`src/rtl/core/address_range_region_table_top_macros.svh`:
```
// Assertion macros used by the top file to check the region table.
`ifndef ADDRESS_RANGE_REGION_TABLE_TOP_MACROS_SVH
`define ADDRESS_RANGE_REGION_TABLE_TOP_MACROS_SVH

// A condition that must hold at every clock edge outside reset.
`define ARRT_ASSERT_ALWAYS(label, cond, msg) \
  label: assert property (@(posedge clk_i) disable iff (!rst_ni) (cond)) else $error(msg);

// A consequence that must hold in the same cycle as its trigger.
`define ARRT_ASSERT_IMPL(label, ante, cons, msg) \
  label: assert property (@(posedge clk_i) disable iff (!rst_ni) (ante) |-> (cons)) \
    else $error(msg);

// A consequence that must hold in the cycle after its trigger.
`define ARRT_ASSERT_NEXT(label, ante, cons, msg) \
  label: assert property (@(posedge clk_i) disable iff (!rst_ni) (ante) |=> (cons)) \
    else $error(msg);

`endif

```
`src/rtl/core/arrt_pkg.sv`:
```
package arrt_pkg;

  localparam int unsigned DEF_TABLE_ENTRIES = 32;
  localparam int unsigned ADDR_W            = 64;
  localparam int unsigned IDX_OUT_W         = 5;
  localparam int unsigned CNT_OUT_W         = 6;
  localparam int unsigned REQ_W             = 2;
  localparam int unsigned S_TDATA_W         = 192;
  localparam int unsigned M_TDATA_W         = 80;
  localparam int unsigned RES_W             = 77;

  typedef enum logic [REQ_W-1:0] {
    REQ_BEGIN  = 2'd0,
    REQ_INSERT = 2'd1,
    REQ_LOOKUP = 2'd2,
    REQ_ABORT  = 2'd3
  } req_e;

  // Write command broadcast to every cell of the table.
  typedef struct packed {
    logic              load;   // append into the slot equal to the count
    logic              shift;  // full table: each cell takes its upper neighbor, the top cell the new region
    logic [ADDR_W-1:0] base;
    logic [ADDR_W-1:0] size;
  } wr_t;

  // Lookup token that walks the cell chain one cell per cycle.
  typedef struct packed {
    logic              valid;
    logic              found;
    logic [ADDR_W-1:0] addr;
    logic [ADDR_W-1:0] off;
  } tok_t;

  // Result transaction, hit in the lowest bit.
  typedef struct packed {
    logic                 evict;
    logic [CNT_OUT_W-1:0] cnt;
    logic [ADDR_W-1:0]    off;
    logic [IDX_OUT_W-1:0] idx;
    logic                 hit;
  } res_t;

endpackage

```
`src/rtl/core/arrt_cell.sv`:
```
module arrt_cell #(
  parameter int unsigned TABLE_ENTRIES = 32,
  parameter int unsigned CELL_IDX      = 0
) (
  input  logic                                     clk_i,
  input  logic                                     rst_ni,
  input  arrt_pkg::wr_t                            wr_i,
  input  logic [$clog2(TABLE_ENTRIES+1)-1:0]       count_i,
  input  logic [arrt_pkg::ADDR_W-1:0]              nb_base_i,
  input  logic [arrt_pkg::ADDR_W-1:0]              nb_size_i,
  input  arrt_pkg::tok_t                           tok_i,
  input  logic [$clog2(TABLE_ENTRIES)-1:0]         idx_i,
  output logic [arrt_pkg::ADDR_W-1:0]              base_o,
  output logic [arrt_pkg::ADDR_W-1:0]              size_o,
  output arrt_pkg::tok_t                           tok_o,
  output logic [$clog2(TABLE_ENTRIES)-1:0]         idx_o
);
  import arrt_pkg::*;

  localparam int unsigned CNT_W = $clog2(TABLE_ENTRIES + 1);
  localparam int unsigned IDX_W = $clog2(TABLE_ENTRIES);
  localparam logic [CNT_W-1:0] MY_CNT = CNT_W'(CELL_IDX);
  localparam logic [IDX_W-1:0] MY_IDX = IDX_W'(CELL_IDX);

  logic [ADDR_W-1:0] base_q;
  logic [ADDR_W-1:0] size_q;
  logic [ADDR_W-1:0] diff;
  logic              live;
  logic              match;
  tok_t              tok_d;
  tok_t              tok_q;
  logic [IDX_W-1:0]  idx_d;
  logic [IDX_W-1:0]  idx_q;

  // The entry is stored data: no reset, written only by insert commands.
  always_ff @(posedge clk_i) begin
    if (wr_i.shift) begin
      base_q <= nb_base_i;
      size_q <= nb_size_i;
    end else if (wr_i.load && (count_i == MY_CNT)) begin
      base_q <= wr_i.base;
      size_q <= wr_i.size;
    end
  end

  // The end address is never formed, so a region that runs past the top of
  // the address space cannot wrap.
  always_comb begin
    diff  = tok_i.addr - base_q;
    live  = count_i > MY_CNT;
    match = tok_i.valid && !tok_i.found && live &&
            (tok_i.addr >= base_q) && (diff < size_q);
    tok_d = tok_i;
    idx_d = idx_i;
    if (match) begin
      tok_d.found = 1'b1;
      tok_d.off   = diff;
      idx_d       = MY_IDX;
    end
  end

  always_ff @(posedge clk_i or negedge rst_ni) begin
    if (!rst_ni) begin
      tok_q <= '0;
      idx_q <= '0;
    end else begin
      tok_q <= tok_d;
      idx_q <= idx_d;
    end
  end

  assign base_o = base_q;
  assign size_o = size_q;
  assign tok_o  = tok_q;
  assign idx_o  = idx_q;

endmodule

```
`config.mk`:
```
export PLATFORM = sky130hd
export DESIGN_NAME = arrt_cell
export DESIGN_NICKNAME = d
export VERILOG_FILES = /design/src/rtl/core/address_range_region_table_top_macros.svh /design/src/rtl/core/arrt_pkg.sv /design/src/rtl/core/arrt_cell.sv
export SDC_FILE = /design/constraint.sdc
export NUM_CORES = 1
export LEC_CHECK = 0
export ABC_AREA = 1
export BUFFER_PORTS_ARGS = -buffer_cell sky130_fd_sc_hd__buf_2
export CAP_MARGIN = 20
export CORE_AREA = 2 2 255 257
export DETAILED_ROUTE_END_ITERATION = 8
export DIE_AREA = 0 0 257 259
export HOLD_SLACK_MARGIN = 0.12
export PLACE_DENSITY = 0.56
export SYNTH_ARGS = -nofsm -noshare
export SYNTH_HDL_FRONTEND = slang
export SYNTH_SLANG_ARGS = --single-unit
```
`constraint.sdc`:
```
create_clock -name clk_i -period 3.45 [get_ports clk_i]
set_input_delay 0.69 -clock clk_i [delete_from_list [all_inputs] [get_ports clk_i]]
set_output_delay 0.69 -clock clk_i [all_outputs]
set_load 0.01 [all_outputs]
```
After elaboration in Yosys (flattened, before gate mapping)
Cells that the tools add are included.
- $add $sub $neg: 1
- $mul: 0
- divide/modulo/power cells: 0
- magnitude comparators: 3
- equality and inequality tests: 0
- shift-type cells: 0
- multiplexer cells: 7
- bitwise logic cells: 0
- reductions and logical operators: 8
- operators by type and width (kind ; count):
    2-to-1 mux 64 bit ; 5
    greater-or-equal comparator 64 bit ; 1
    < comparator 64 bit ; 1
    subtractor 64 bit ; 1
    > comparator 6 x 1 -> 1 bit (second input constant) ; 1
    logical NOT 6 bit ; 1
    logical AND 1 bit ; 5
    2-to-1 mux 5 bit ; 1
    nonzero test 2 bit ; 1
    logical NOT 1 bit ; 1
    2-to-1 mux 1 bit ; 1
- register bits: 263
- latch bits: 0
- memory bits (writable): 0
- memory bits (read-only): 0
- input port bits: 401
- output and inout bits: 263
- word-level logic and storage cells: 26
- memories: 0

Logic depth before layout (Yosys ltp)
- depth in word-level cells: 6
- depth in mapped cells: 33
- mapped depth without buffers: 32

Least setup slack after synthesis
No wires, ideal clock.
- kind: input -> register
- start point: input port count_i[3]
- end point: register base_q[0], in the netlist base_o[0] (enable)
- library setup time: 0.792 ns
- data arrival time: 9.825 ns
- data required time: 2.658 ns
- setup slack: -7.167 ns
- cell stages on the path: 3
- buffers on the path: 0
- cell sequence: nor2_1 -> nand3_1 -> o21ai_0
- word-level cells in the longest chain between the ends: 3
- ends and longest elaborated chain (item ; RTL line ; source):
    start, declared ; arrt_cell.sv:8 ; input logic [$clog2(TABLE_ENTRIES+1)-1:0] count_i,
    logical NOT 6 bit ; arrt_cell.sv:40 ; end else if (wr_i.load && (count_i == MY_CNT)) begin
    logical AND 1 bit ; arrt_cell.sv:40 ;
    nonzero test 2 bit (no source line) ; - ;
    end signal, assigned ; arrt_cell.sv:38 ; base_q <= nb_base_i;
    end signal, assigned ; arrt_cell.sv:41 ; base_q <= wr_i.base;
    end, declared ; arrt_cell.sv:25 ; logic [ADDR_W-1:0] base_q;
Every way passes these cells.
A chain may end at the register's enable or synchronous reset.

==> flow_summary.toml <==
[timing]
slew-limit-headroom_pct = 53.3
finalMaxSlewViolations = 0
rsz0062_at_grt = "true"
period_share_pct = 114
finClkSkew_ns = 0.0203
hold_ws_ns = 0.214
setup_viol = 70
fmax_mhz = 255
period_minus_slack_ns = 3.92
hold_viol_final = 0
tns_ns = -30.57
worstMarginPinSlew_ns = 0.700
timing.final.ws_setup_ns = -0.473

[synthesis]
synth.distinct_cells = 35
synth_flop_cell = "dfrtp_1"
syn_inst = 2510
synth_area_leaders = "nand2_1 25%, edfxtp_1 22%, dfrtp_1 19%"
synthesis.nets = 3039
ys_ff_latch = 263
syn_area_mm2 = 0.0175
synthArstFlopShare_pct = 51.3
seq_area_frac_synth_pct = 41.2
synth_commonest_cells = "1180 x nand2_1, 437 x inv_1, 142 x nor2_1"
avgSynthCellArea_um2 = 6.98
synth_edf_count = 128
yosysTopAreaCell = "nand2_1"
synth_top_area_share_pct = 25.3
yosysMostFrequentCell = "nand2_1"
yosysWarnings = 0

[critical_path]
cpPeakStageDelay_ns = 0.43
worst-path-max-fanout = 5
cp.arrival_ns = 4.41
worst_setup_path_start_kind = "flop"
r2r_start = "base_o[39]$_DFFE_PP_"
worstPathRequired_ns = 3.93
critPathSlowestCell = "edfxtp_1"
crit_path_end_kind = "flop"
crit_start = "base_o[39]$_DFFE_PP_"
path_common_cell = "nand2_1"
worstSetupPathType = "reg -> reg"

[grt]
grt_overflow = 0
grt_max_degree = 129
grt_pass1_wl_um = 114000
grt_use_total_pct = 22.5
antenna_found_initial = 3
grt_pass1_vias = 19300

[placement]
portBuffers = 663
dp_hpwl_um = 63300
dp_cells = 4394
place_congestion = 0.933
place_area_mm2 = 0.0250

[cells_and_area]
fin_cells = 4526
layout-drive-gt1-share_pct = 44.4
final_area_mm2 = 0.0287
area_growth_pct = 63.7
nets = 4173

[floorplan]
rows = 93
start_util_pct = 27.4
die_h_um = 259
fp.coreArea_mm2 = 0.0639
die-area_mm2 = 0.0666
io_pins = 664
die_x_um = 257

[routing]
drt_first_pass_iters = 5
wl_per_cell_um = 17.4
wirelength_um = 78600
num_vias = 19600
route.detailed.drc = 0
viasPerCell = 4.33
drtAntennaViolNets = 0
drt_iter0_drc = 1048

[power]
p_leak_nw = 15.9
power_density_mw_per_mm2 = 425
irDropWorstVdd_mv = 0.365

[status]
outcome = "complete, but fails checks"
violations = "setup timing"

[clock_network]
cts_max_level = 1
cts_tree = "done"
cts.sinks = 263
cts_buffers = 31
clock_latency_ns = 0.60
cts_buffer_depth = 3
ctsRootBufferMaster = "clkbuf_16"
path_clk_slew_ns = 0.07

[flow_run]
drv_cap = 0

[hold_path]
hold_start = "tok_i[123]"
hp-class = "in -> reg"
-- worst max-delay path, delay by kind of cell (launching register included) --
kind	cells	cell delay [ns]
AOI/OAI and AO/OA	1	0.17
adders and majority gates	2	0.52
buffers and inverters	9	1.11
DFF	1	0.43
and+or+nand+nor	15	1.56
-- timing repair --
action	in CTS	in global routing
buffers inserted	30	37
hold endpoints to repair	48	0
pin swaps	51	89
setup endpoints to repair	70	70
gates cloned	6	3
hold buffers	1	0
resized for setup	139	369
-- path summary, 6_finish.rpt --
kind	to	slack, ns	cells past startpoint
max in group asynchronous	tok_o[40]$_DFF_PN0_	2.07	3
min	tok_o[123]$_DFF_PN0_	0.21	1
min reg2reg	tok_o[0]$_DFF_PN0_	0.85	4
max	tok_o[0]$_DFF_PN0_	-0.47	27
max reg2reg	tok_o[0]$_DFF_PN0_	-0.47	27
min in group asynchronous	tok_o[64]$_DFF_PN0_	0.63	2
-- logic make-up after synthesis --
family / Yosys count / share of synthesized area, %
flip-flops: 263 / 41.2
XOR/XNOR: 25 / 1.25
adder cells (fa/ha/maj): 128 / 9.18
AND/OR/NAND/NOR: 1479 / 33.7
AO/OA/AOI/OAI: 128 / 3.91
buffers and inverters: 487 / 10.8
-- layout make-up --
type	count	area (um^2)
clock buffer	42	877
tap	855	1070
timing repair buffer	1147	7320
inverter	440	1670
clock inverter	16	120
sequential	263	7220
antenna	2	5.00
multi-input combinational	1761	10400
fill	6551	35200
-- registers in the layout, summed over array words and instances, names as in the netlist --
signal and cells:
base_o 64, idx_o 5, size_o 64, tok_o 130
-- report_power, final --
| part | switching [mW] | leakage, nW | internal, mW |
|---|---|---|---|
| sequential | 0.153 | 2.83 | 3.61 |
| combinational | 2.81 | 12.6 | 2.38 |
| clock | 1.39 | 0.485 | 1.85 |
-- through the flow --
stage	power (mW)	setup WS, ns	util (%)
finish	12.2	-0.473	44.9
global route	12.9	-0.684	44.9
CTS	11.8	-0.680	42.2
detailed placement	8.22	-1.59	39.2
global placement	8.20	-1.54	39.2
floorplan	5.78	-0.115	-
-- metal layers --
layer | up-vias | GRT usage (%) | share of wire, %
met5 | - | 0 | 0
met4 | 0 | 6.93 | 3.2
met3 | 110 | 3.02 | 4.8
met2 | 590 | 38.9 | 48
met1 | 8888 | 29.1 | 44
li1 | 9987 | - | -
-- placed cells by master (no fill, tap or decap), types with 12 or more instances in the layout --
master / instances
nand2_2: 171
ha_4: 53
o21ai_0: 13
nand2_1: 965
nand3b_1: 12
inv_1: 399
edfxtp_1: 128
clkbuf_16: 33
nor2_4: 14
dfrtp_1: 135
buf_6: 14
buf_2: 661
ha_1: 71
xor2_1: 22
nor2_2: 44
nand3_1: 56
nand4_1: 50
a21oi_1: 61
nor2_1: 89
nand2_4: 48
inv_2: 36
a21oi_2: 26
buf_4: 448
buf_12: 16
No activity file was read; power rests on OpenSTA's default activity.
